===== src/design/tsa_pkg.sv =====
// Package for the typed slot allocator.
// Holds the action and status codes, field widths and the request and result structs.
// It has no dependencies.
package tsa_pkg;

  localparam int ACTION_W = 3;
  localparam int INDEX_W  = 6;
  localparam int CLASS_W  = 2;
  localparam int ZONE_W   = 4;
  localparam int STATUS_W = 3;

  typedef enum logic [ACTION_W-1:0] {
    ACT_ADD     = 3'd0,
    ACT_REMOVE  = 3'd1,
    ACT_ALLOC   = 3'd2,
    ACT_RELEASE = 3'd3,
    ACT_QUERY   = 3'd4,
    ACT_CLEAR   = 3'd5
  } action_t;

  typedef enum logic [STATUS_W-1:0] {
    ST_OK        = 3'd0,
    ST_EXISTS    = 3'd1,
    ST_NOT_FOUND = 3'd2,
    ST_OCCUPIED  = 3'd3,
    ST_NONE_FREE = 3'd4
  } status_t;

  typedef struct packed {
    logic [ACTION_W-1:0] action;
    logic [INDEX_W-1:0]  slot_index;
    logic [CLASS_W-1:0]  slot_class;
    logic [ZONE_W-1:0]   zone_code;
  } req_t;

  typedef struct packed {
    status_t             status;
    logic [INDEX_W-1:0]  granted_slot;
    logic [ZONE_W-1:0]   zone_out;
  } rsp_t;

endpackage


===== src/design/tsa_req_if.sv =====
// Request channel of the typed slot allocator: valid, ready and the request fields.
// Depends on tsa_pkg for the field widths.
interface tsa_req_if;
  logic                          valid;
  logic                          ready;
  logic [tsa_pkg::ACTION_W-1:0]  action;
  logic [tsa_pkg::INDEX_W-1:0]   slot_index;
  logic [tsa_pkg::CLASS_W-1:0]   slot_class;
  logic [tsa_pkg::ZONE_W-1:0]    zone_code;

  modport source (output valid, action, slot_index, slot_class, zone_code, input ready);
  modport sink (input valid, action, slot_index, slot_class, zone_code, output ready);
endinterface


===== src/design/tsa_rsp_if.sv =====
// Result channel of the typed slot allocator: valid, ready and the result fields.
// Depends on tsa_pkg for the field widths.
interface tsa_rsp_if;
  logic                          valid;
  logic                          ready;
  logic [tsa_pkg::STATUS_W-1:0]  status;
  logic [tsa_pkg::INDEX_W-1:0]   granted_slot;
  logic [tsa_pkg::ZONE_W-1:0]    zone_out;

  modport source (output valid, status, granted_slot, zone_out, input ready);
  modport sink (input valid, status, granted_slot, zone_out, output ready);
endinterface


===== src/design/tsa_zone_ram.sv =====
// Zone code memory of the typed slot allocator, one write and one registered read port.
// A read that meets a write to the same address returns the new data.
// Depends on tsa_pkg for the zone width.
module tsa_zone_ram #(
  parameter int DEPTH = 64,
  parameter int AW    = 6
) (
  input  logic                        clk,
  input  logic                        we,
  input  logic [AW-1:0]               waddr,
  input  logic [tsa_pkg::ZONE_W-1:0]  wdata,
  input  logic                        re,
  input  logic [AW-1:0]               raddr,
  output logic [tsa_pkg::ZONE_W-1:0]  rdata
);

  logic [tsa_pkg::ZONE_W-1:0] mem [DEPTH];

  always_ff @(posedge clk) begin
    if (we) begin
      mem[waddr] <= wdata;
    end
    if (re) begin
      if (we && (waddr == raddr)) begin
        rdata <= wdata;
      end else begin
        rdata <= mem[raddr];
      end
    end
  end

endmodule


===== src/design/tsa_slot_table.sv =====
// Slot table of the typed slot allocator: valid, occupied and class marks per slot,
// the lowest-index free-slot search, and the result for one request per commit cycle.
// Depends on tsa_pkg; drives the write port of tsa_zone_ram.
module tsa_slot_table #(
  parameter int NUM_SLOTS   = 64,
  parameter int NUM_CLASSES = 4,
  parameter int NUM_ZONES   = 16,
  parameter int AW          = 6
) (
  input  logic                        clk,
  input  logic                        rst,
  input  logic                        commit,
  input  tsa_pkg::req_t               req,
  input  logic [tsa_pkg::ZONE_W-1:0]  zone_rd,
  output tsa_pkg::rsp_t               rsp,
  output logic                        zone_we,
  output logic [AW-1:0]               zone_waddr,
  output logic [tsa_pkg::ZONE_W-1:0]  zone_wdata
);

  logic [NUM_SLOTS-1:0]       valid;
  logic [NUM_SLOTS-1:0]       occupied;
  logic [NUM_SLOTS-1:0]       valid_next;
  logic [NUM_SLOTS-1:0]       occupied_next;
  logic [tsa_pkg::CLASS_W-1:0] slot_cls [NUM_SLOTS];
  logic [NUM_SLOTS-1:0]       match;
  logic [AW-1:0]              addr;
  logic [AW-1:0]              gidx;
  logic                       found;
  logic                       in_range;
  logic                       present;
  logic                       cls_ok;
  logic                       zone_ok;
  logic                       do_add;

  assign addr     = AW'(req.slot_index);
  assign in_range = 32'(req.slot_index) < NUM_SLOTS;
  assign present  = in_range && valid[addr];
  assign cls_ok   = 32'(req.slot_class) < NUM_CLASSES;
  assign zone_ok  = 32'(req.zone_code) < NUM_ZONES;

  always_comb begin
    for (int i = 0; i < NUM_SLOTS; i++) begin
      match[i] = valid[i] && !occupied[i] && (slot_cls[i] == req.slot_class);
    end
  end

  always_comb begin
    found = 1'b0;
    gidx  = '0;
    for (int i = NUM_SLOTS - 1; i >= 0; i--) begin
      if (match[i]) begin
        found = 1'b1;
        gidx  = AW'(i);
      end
    end
  end

  always_comb begin
    rsp.status       = tsa_pkg::ST_OK;
    rsp.granted_slot = '0;
    rsp.zone_out     = '0;
    valid_next       = valid;
    occupied_next    = occupied;
    do_add           = 1'b0;
    case (req.action)
      tsa_pkg::ACT_ADD: begin
        if (!in_range || !cls_ok || !zone_ok) begin
          rsp.status = tsa_pkg::ST_NOT_FOUND;
        end else if (valid[addr]) begin
          rsp.status = tsa_pkg::ST_EXISTS;
        end else begin
          do_add              = 1'b1;
          valid_next[addr]    = 1'b1;
          occupied_next[addr] = 1'b0;
        end
      end
      tsa_pkg::ACT_REMOVE: begin
        if (!present) begin
          rsp.status = tsa_pkg::ST_NOT_FOUND;
        end else if (occupied[addr]) begin
          rsp.status = tsa_pkg::ST_OCCUPIED;
        end else begin
          valid_next[addr] = 1'b0;
        end
      end
      tsa_pkg::ACT_ALLOC: begin
        if (cls_ok && found) begin
          rsp.granted_slot    = tsa_pkg::INDEX_W'(gidx);
          occupied_next[gidx] = 1'b1;
        end else begin
          rsp.status = tsa_pkg::ST_NONE_FREE;
        end
      end
      tsa_pkg::ACT_RELEASE: begin
        if (!present) begin
          rsp.status = tsa_pkg::ST_NOT_FOUND;
        end else begin
          occupied_next[addr] = 1'b0;
        end
      end
      tsa_pkg::ACT_QUERY: begin
        if (!present) begin
          rsp.status = tsa_pkg::ST_NOT_FOUND;
        end else begin
          rsp.zone_out = zone_rd;
        end
      end
      tsa_pkg::ACT_CLEAR: begin
        valid_next    = '0;
        occupied_next = '0;
      end
      default: begin
      end
    endcase
  end

  assign zone_we    = commit && do_add;
  assign zone_waddr = addr;
  assign zone_wdata = req.zone_code;

  always_ff @(posedge clk) begin
    if (rst) begin
      valid    <= '0;
      occupied <= '0;
    end else if (commit) begin
      valid    <= valid_next;
      occupied <= occupied_next;
    end
  end

  always_ff @(posedge clk) begin
    if (commit && do_add) begin
      slot_cls[addr] <= req.slot_class;
    end
  end

`ifndef SYNTHESIS
  a_occupied_implies_valid: assert property (@(posedge clk) disable iff (rst)
    (occupied & ~valid) == '0)
    else $error("A slot is marked occupied but not valid.");

  a_grant_marks_occupied: assert property (@(posedge clk) disable iff (rst)
    commit && (req.action == tsa_pkg::ACT_ALLOC) && (rsp.status == tsa_pkg::ST_OK)
    |=> occupied[$past(gidx)])
    else $error("A granted slot was not marked occupied.");

  a_grant_only_on_alloc: assert property (@(posedge clk) disable iff (rst)
    (rsp.granted_slot != '0) |-> (req.action == tsa_pkg::ACT_ALLOC) &&
    (rsp.status == tsa_pkg::ST_OK))
    else $error("A nonzero granted slot appeared outside a successful allocate.");
`endif

endmodule


===== src/design/typed_slot_allocator_top.sv =====
// Typed slot allocator top level: an input register, the slot table and zone memory,
// and a result register. A result trails its request through both registers. One request
// is taken per cycle unless stalled; the combinational priority search over the free masks
// and the registered zone memory read set that rate. Synchronous reset empties both
// registers and clears every valid and occupied mark; class and zone storage is not reset.
// Depends on tsa_pkg, tsa_req_if, tsa_rsp_if, tsa_zone_ram and tsa_slot_table.
module typed_slot_allocator_top #(
  parameter int NUM_SLOTS   = 64,
  parameter int NUM_CLASSES = 4,
  parameter int NUM_ZONES   = 16
) (
  input  logic      clk,
  input  logic      rst,
  tsa_req_if.sink   req,
  tsa_rsp_if.source rsp
);

  localparam int AW = (NUM_SLOTS > 1) ? $clog2(NUM_SLOTS) : 1;

  logic                        s1_vld;
  tsa_pkg::req_t               s1_req;
  logic                        out_vld;
  tsa_pkg::rsp_t               out_rsp;
  tsa_pkg::rsp_t               table_rsp;
  logic                        s1_move;
  logic                        accept;
  logic                        zone_we;
  logic [AW-1:0]               zone_waddr;
  logic [tsa_pkg::ZONE_W-1:0]  zone_wdata;
  logic [tsa_pkg::ZONE_W-1:0]  zone_rd;

  assign s1_move   = s1_vld && (!out_vld || rsp.ready);
  assign req.ready = !s1_vld || s1_move;
  assign accept    = req.valid && req.ready;

  always_ff @(posedge clk) begin
    if (rst) begin
      s1_vld  <= 1'b0;
      out_vld <= 1'b0;
    end else begin
      if (accept) begin
        s1_vld <= 1'b1;
      end else if (s1_move) begin
        s1_vld <= 1'b0;
      end
      if (s1_move) begin
        out_vld <= 1'b1;
      end else if (rsp.ready) begin
        out_vld <= 1'b0;
      end
    end
  end

  always_ff @(posedge clk) begin
    if (accept) begin
      s1_req.action     <= req.action;
      s1_req.slot_index <= req.slot_index;
      s1_req.slot_class <= req.slot_class;
      s1_req.zone_code  <= req.zone_code;
    end
    if (s1_move) begin
      out_rsp <= table_rsp;
    end
  end

  tsa_zone_ram #(
    .DEPTH (NUM_SLOTS),
    .AW    (AW)
  ) u_zone_ram (
    .clk   (clk),
    .we    (zone_we),
    .waddr (zone_waddr),
    .wdata (zone_wdata),
    .re    (accept),
    .raddr (AW'(req.slot_index)),
    .rdata (zone_rd)
  );

  tsa_slot_table #(
    .NUM_SLOTS   (NUM_SLOTS),
    .NUM_CLASSES (NUM_CLASSES),
    .NUM_ZONES   (NUM_ZONES),
    .AW          (AW)
  ) u_slot_table (
    .clk        (clk),
    .rst        (rst),
    .commit     (s1_move),
    .req        (s1_req),
    .zone_rd    (zone_rd),
    .rsp        (table_rsp),
    .zone_we    (zone_we),
    .zone_waddr (zone_waddr),
    .zone_wdata (zone_wdata)
  );

  assign rsp.valid        = out_vld;
  assign rsp.status       = out_rsp.status;
  assign rsp.granted_slot = out_rsp.granted_slot;
  assign rsp.zone_out     = out_rsp.zone_out;

`ifndef SYNTHESIS
  a_accept_fills_stage: assert property (@(posedge clk) disable iff (rst)
    accept |=> s1_vld)
    else $error("An accepted request did not reach the input register.");

  a_stalled_stage_holds: assert property (@(posedge clk) disable iff (rst)
    s1_vld && !s1_move |=> s1_vld && (s1_req == $past(s1_req)))
    else $error("A stalled request was lost or changed.");

  a_ready_low_only_full: assert property (@(posedge clk) disable iff (rst)
    !req.ready |-> s1_vld && out_vld && !rsp.ready)
    else $error("Request ready dropped while the pipeline had room.");

  a_move_loads_result: assert property (@(posedge clk) disable iff (rst)
    s1_move |=> out_vld)
    else $error("A processed request produced no result.");
`endif

endmodule

===== src/flat_wrapper.sv =====
// flat-port wrapper written by rule: the top's interface ports become plain ports
module typed_slot_allocator_top_flat 
#(
  parameter int NUM_SLOTS   = 64,
  parameter int NUM_CLASSES = 4,
  parameter int NUM_ZONES   = 16
)
  (clk, rst, req_valid, req_action, req_slot_index, req_slot_class, req_zone_code, req_ready, rsp_valid, rsp_status, rsp_granted_slot, rsp_zone_out, rsp_ready);
  tsa_req_if req_i ();
  tsa_rsp_if rsp_i ();
  input  logic clk;
  input  logic rst;
  input wire logic [$bits(req_i.valid)-1:0] req_valid;
  input wire logic [$bits(req_i.action)-1:0] req_action;
  input wire logic [$bits(req_i.slot_index)-1:0] req_slot_index;
  input wire logic [$bits(req_i.slot_class)-1:0] req_slot_class;
  input wire logic [$bits(req_i.zone_code)-1:0] req_zone_code;
  output wire logic [$bits(req_i.ready)-1:0] req_ready;
  output wire logic [$bits(rsp_i.valid)-1:0] rsp_valid;
  output wire logic [$bits(rsp_i.status)-1:0] rsp_status;
  output wire logic [$bits(rsp_i.granted_slot)-1:0] rsp_granted_slot;
  output wire logic [$bits(rsp_i.zone_out)-1:0] rsp_zone_out;
  input wire logic [$bits(rsp_i.ready)-1:0] rsp_ready;
  assign req_i.valid = req_valid;
  assign req_i.action = req_action;
  assign req_i.slot_index = req_slot_index;
  assign req_i.slot_class = req_slot_class;
  assign req_i.zone_code = req_zone_code;
  assign req_ready = req_i.ready;
  assign rsp_valid = rsp_i.valid;
  assign rsp_status = rsp_i.status;
  assign rsp_granted_slot = rsp_i.granted_slot;
  assign rsp_zone_out = rsp_i.zone_out;
  assign rsp_i.ready = rsp_ready;
  typed_slot_allocator_top #(.NUM_SLOTS(NUM_SLOTS), .NUM_CLASSES(NUM_CLASSES), .NUM_ZONES(NUM_ZONES)) u_core (.clk(clk), .rst(rst), .req(req_i), .rsp(rsp_i));
endmodule

===== config.mk =====
export PLATFORM = sky130hd
export DESIGN_NAME = typed_slot_allocator_top_flat
export DESIGN_NICKNAME = d
export VERILOG_FILES = /design/src/design/tsa_pkg.sv /design/src/design/tsa_req_if.sv /design/src/design/tsa_rsp_if.sv /design/src/design/tsa_zone_ram.sv /design/src/design/tsa_slot_table.sv /design/src/design/typed_slot_allocator_top.sv /design/src/flat_wrapper.sv
export SDC_FILE = /design/constraint.sdc
export NUM_CORES = 1
export LEC_CHECK = 0
export BUFFER_PORTS_ARGS = -buffer_cell sky130_fd_sc_hd__buf_2
export CAP_MARGIN = 10
export CORE_MARGIN = 1
export CORE_UTILIZATION = 63
export DETAILED_ROUTE_END_ITERATION = 8
export PLACE_DENSITY = 0.8
export SYNTH_ARGS = -nofsm -noshare
export SYNTH_HDL_FRONTEND = slang
export SYNTH_HIERARCHICAL = 1
export SYNTH_SLANG_ARGS = --single-unit

===== constraint.sdc =====
create_clock -name clk -period 4.6 [get_ports clk]
set_input_delay 0.92 -clock clk [delete_from_list [all_inputs] [get_ports clk]]
set_output_delay 0.92 -clock clk [all_outputs]
set_load 0.01 [all_outputs]

==> flow_metrics.env <==
export IMPL_cp_slowest_stage_delay_ns=0.94
export IMPL_fin_crit_ns=4.37
export IMPL_cts_made_buffers=54
export IMPL_ys_warn_count=6
export IMPL_cts_sinks=546
export IMPL_path_cells="buf_12 -> buf_4 -> xnor2_1 -> nand4_1 -> a211oi_1 -> o2111ai_1 -> a31oi_1 -> o21ai_1 -> or4b_1 -> o32ai_1"
export IMPL_path_class="reg2reg"
export IMPL_nets=2098
export IMPL_avgSynthCellArea_um2=12.3
export IMPL_vdd_ir_drop_max_mv=0.250
export IMPL_status="complete, no violations"
export IMPL_p_leak_uw=0.00902
export IMPL_cts_resized_gates=0
export IMPL_ys_flop_type="edfxtp_1"
export IMPL_finalWorstSetupSlack_ns=0.233
export IMPL_grt_util_all_layers_pct=36.4
export IMPL_stdcell_area_mm2=0.0281
export IMPL_cap_violations=0
export IMPL_critPathCapture="u_core/u_slot_table/occupied[21]$_SDFFE_PP0P_"
export IMPL_io_buffers=33
export IMPL_path_depth=10
export IMPL_hold_ws_ns=0.492
export IMPL_setup_viol=0
export IMPL_synth_top_area_share_pct=48.8
export IMPL_drt_iter0_drc=3198
export IMPL_vias=19100
export IMPL_clkSlewWorstSetupHoldPaths_ns=0.06
export IMPL_netlist_instances=2075
export IMPL_ctsHoldBuffers=0
export IMPL_die_w_um=204
export IMPL_critPathLaunch="u_core/s1_req[4]$_DFFE_PP_"
export IMPL_reg2regPathDepth=10
export IMPL_period_share_pct=94.9
export IMPL_die_height_um=204
export IMPL_nFillCells=2624
export IMPL_synth_edf_count=416
export IMPL_rows=73
export IMPL_hp_class="in2reg"
export IMPL_clock_path_buffers=3
export IMPL_placed_area_mm2=0.0262
export IMPL_cpMaxStageDelayCell="or4b_1"
export IMPL_fmax_mhz=229
export IMPL_drcViolationCount=0
export IMPL_cts_tree="yes"
export IMPL_cp_end_kind="register"
export IMPL_grt_pass1_wl_um=112000
export IMPL_synthTopCellsByArea="edfxtp_1, dfxtp_1, mux4_2"
export IMPL_htreeDepth=2
export IMPL_rsz0062_at_grt="no"
export IMPL_grt_max_degree=66
export IMPL_num_antenna_cells=0
export IMPL_yosysTopAreaCell="edfxtp_1"
export IMPL_antenna_found_initial=1
export IMPL_required_ns=5.11
export IMPL_place_hpwl_um=46700
export IMPL_synth_async_sr_flop_share_pct=0
export IMPL_viasPerCell=7.22
export IMPL_cts_setup_buffers=0
export IMPL_cp_num_buf_inv=2
export IMPL_worstPathMaxFanout=32
export IMPL_power_density_mw_per_mm2=375
export IMPL_dieArea_mm2=0.0414
export IMPL_wl_um=75300
export IMPL_drtAntennaViolNets=0
export IMPL_cp_top_family="compound AO/OA/AOI/OAI gates"
export IMPL_r2r_end="u_core/u_slot_table/occupied[21]$_SDFFE_PP0P_"
export IMPL_clk_root_buffer_cell="clkbuf_16"
export IMPL_drtPass1Iterations=8
export IMPL_yosysSeqAreaShare_pct=59.0
export IMPL_wl_per_cell_um=28.4
export IMPL_core_mm2=0.0399
export IMPL_rrSetupSlack_ns=0.23
export IMPL_tightest_slew_ns=1.02
export IMPL_syn2layout_area_growth_pct=9.77
export IMPL_initial_core_util_pct=64.1
export IMPL_start_kind="register"
export IMPL_slew_violations=0
export IMPL_dp_slack_ns=0.482
export IMPL_gp_congestion=1.04
export IMPL_fin_worst_skew_ns=0.0176
export IMPL_ys_seq_elements=546
export IMPL_finalHoldViolCount=0
export IMPL_grt_pass1_vias=18300
export IMPL_synth_net_count=2094
export IMPL_final_setup_tns_ns=0
export IMPL_syn_area_mm2=0.0256
export IMPL_overflow=0
export IMPL_relSlewSlack_pct=31.8
export IMPL_r2r_start="u_core/s1_req[4]$_DFFE_PP_"
export IMPL_drive_gt1_share_pct=13.3
export IMPL_synth_cell_types=91
export IMPL_clk_latency_ns=0.61
export IMPL_crit_arrival_ns=4.88
export IMPL_ios=34
==> through the flow <==
step                      utilization [%]  cells  power, uW
final                                70.4   2649      10500
after global routing                 70.4   2649      10700
after CTS                            70.3   2648      10500
after detailed placement             65.7   2547       6050
after global placement               65.7   2547       6040
after floorplan                         -   2075       5840
==> worst reg2reg max path, stage by stage (launching register included) <==
cell and delay, ns:
edfxtp_1 0.46, buf_12 0.27, buf_4 0.33, xnor2_1 0.14, nand4_1 0.35, a211oi_1 0.64
o2111ai_1 0.23, a31oi_1 0.33, o21ai_1 0.29, or4b_1 0.94, o32ai_1 0.30
==> flip-flops by register name, indices dropped and copies added, names as in the netlist <==
signal and cells:
u_core/rsp.granted_slot 6, u_core/rsp.status 3, u_core/rsp.valid 1, u_core/rsp.zone_out 4, u_core/s1_req 15, u_core/s1_vld 1, u_core/u_slot_table/occupied 64, u_core/u_slot_table/slot_cls 128
u_core/u_slot_table/valid 64, u_core/u_zone_ram/mem 256, u_core/u_zone_ram/rdata 4
==> Yosys cell counts, types with 41 or more instances <==
cell and count:
xnor2_1 109, a22oi_1 51, inv_1 52, mux2i_1 69, a32o_1 64, nand4_1 46, o32ai_1 44, mux4_2 45
clkbuf_1 77, a21oi_1 73, edfxtp_1 416, nor2_1 240, nand2_1 158, dfxtp_1 130, nor3_1 41
==> logic make-up (layout without fill, tap and decap cells) <==
logic type	after synthesis	count (layout)	synth area share, %
AND/OR/NAND/NOR	689	689	14.0
flip-flops	546	546	59.0
AO/OA/AOI/OAI	377	377	11.0
buffers and inverters	205	254	4.02
XOR/XNOR	134	134	4.59
multiplexers	124	124	7.39
==> worst min-delay path by stage <==
stage / start / end / slack, ns / cells past startpoint
CTS: req_slot_class[1] / u_core/s1_req[5]$_DFFE_PP_ / 0.47 / 1
global placement: u_core/s1_vld$_SDFFE_PP0P_ / u_core/rsp.valid$_SDFFE_PP0P_ / 0.47 / 2
floorplan: u_core/s1_vld$_SDFFE_PP0P_ / u_core/rsp.valid$_SDFFE_PP0P_ / 0.46 / 2
detailed placement: u_core/u_slot_table/occupied[31]$_SDFFE_PP0P_ / u_core/u_slot_table/occupied[31]$_SDFFE_PP0P_ / 0.49 / 2
global route: req_zone_code[3] / u_core/s1_req[3]$_DFFE_PP_ / 0.49 / 1
finish: req_slot_class[1] / u_core/s1_req[5]$_DFFE_PP_ / 0.49 / 1
==> metal layers <==
layer / wire (um) / GRT usage, % / vias up / part of all wire [%]
met5: 13 / 0 / - / 0.017
met4: 3790 / 17.1 / 2 / 5.0
met3: 11400 / 10.4 / 294 / 15
met2: 32300 / 52.3 / 1678 / 43
met1: 27800 / 51.3 / 9233 / 37
li1: - / - / 7923 / -
==> placed cells by master (no fill, tap or decap), types with 13 or more instances in the layout <==
cell / instances
o21ai_0: 30
a21oi_1: 72
mux4_2: 45
nor2_1: 239
buf_2: 32
o32ai_1: 44
nor3_1: 41
nor2b_1: 13
clkbuf_16: 55
and4_1: 27
o21ai_1: 14
o211ai_1: 28
nand4_1: 46
buf_4: 58
a22oi_1: 51
edfxtp_1: 416
nand2_1: 158
nand3_1: 27
clkinv_1: 13
xnor2_1: 109
xor2_1: 25
mux2i_1: 69
inv_1: 52
nand2b_1: 16
a32o_1: 64
dfxtp_1: 130
==> final cells by class <==
class | count | area, um^2 | area share, %
sequential | 546 | 15100 | 53.8
multi-input combinational | 1324 | 9500 | 33.8
clock buffer | 61 | 1410 | 5.02
timing repair buffer | 101 | 807 | 2.87
tap | 525 | 657 | 2.34
clock inverter | 40 | 422 | 1.50
inverter | 52 | 195 | 0.695
==> report_power, final <==
group	switching [uW]	internal (uW)	leakage [uW]
Combinational	444	193	0.00333
Sequential	19.1	5320	0.00480
Clock	1900	2650	0.000883
Total	2370	8170	0.00902
No activity file was read; power rests on OpenSTA's default activity.
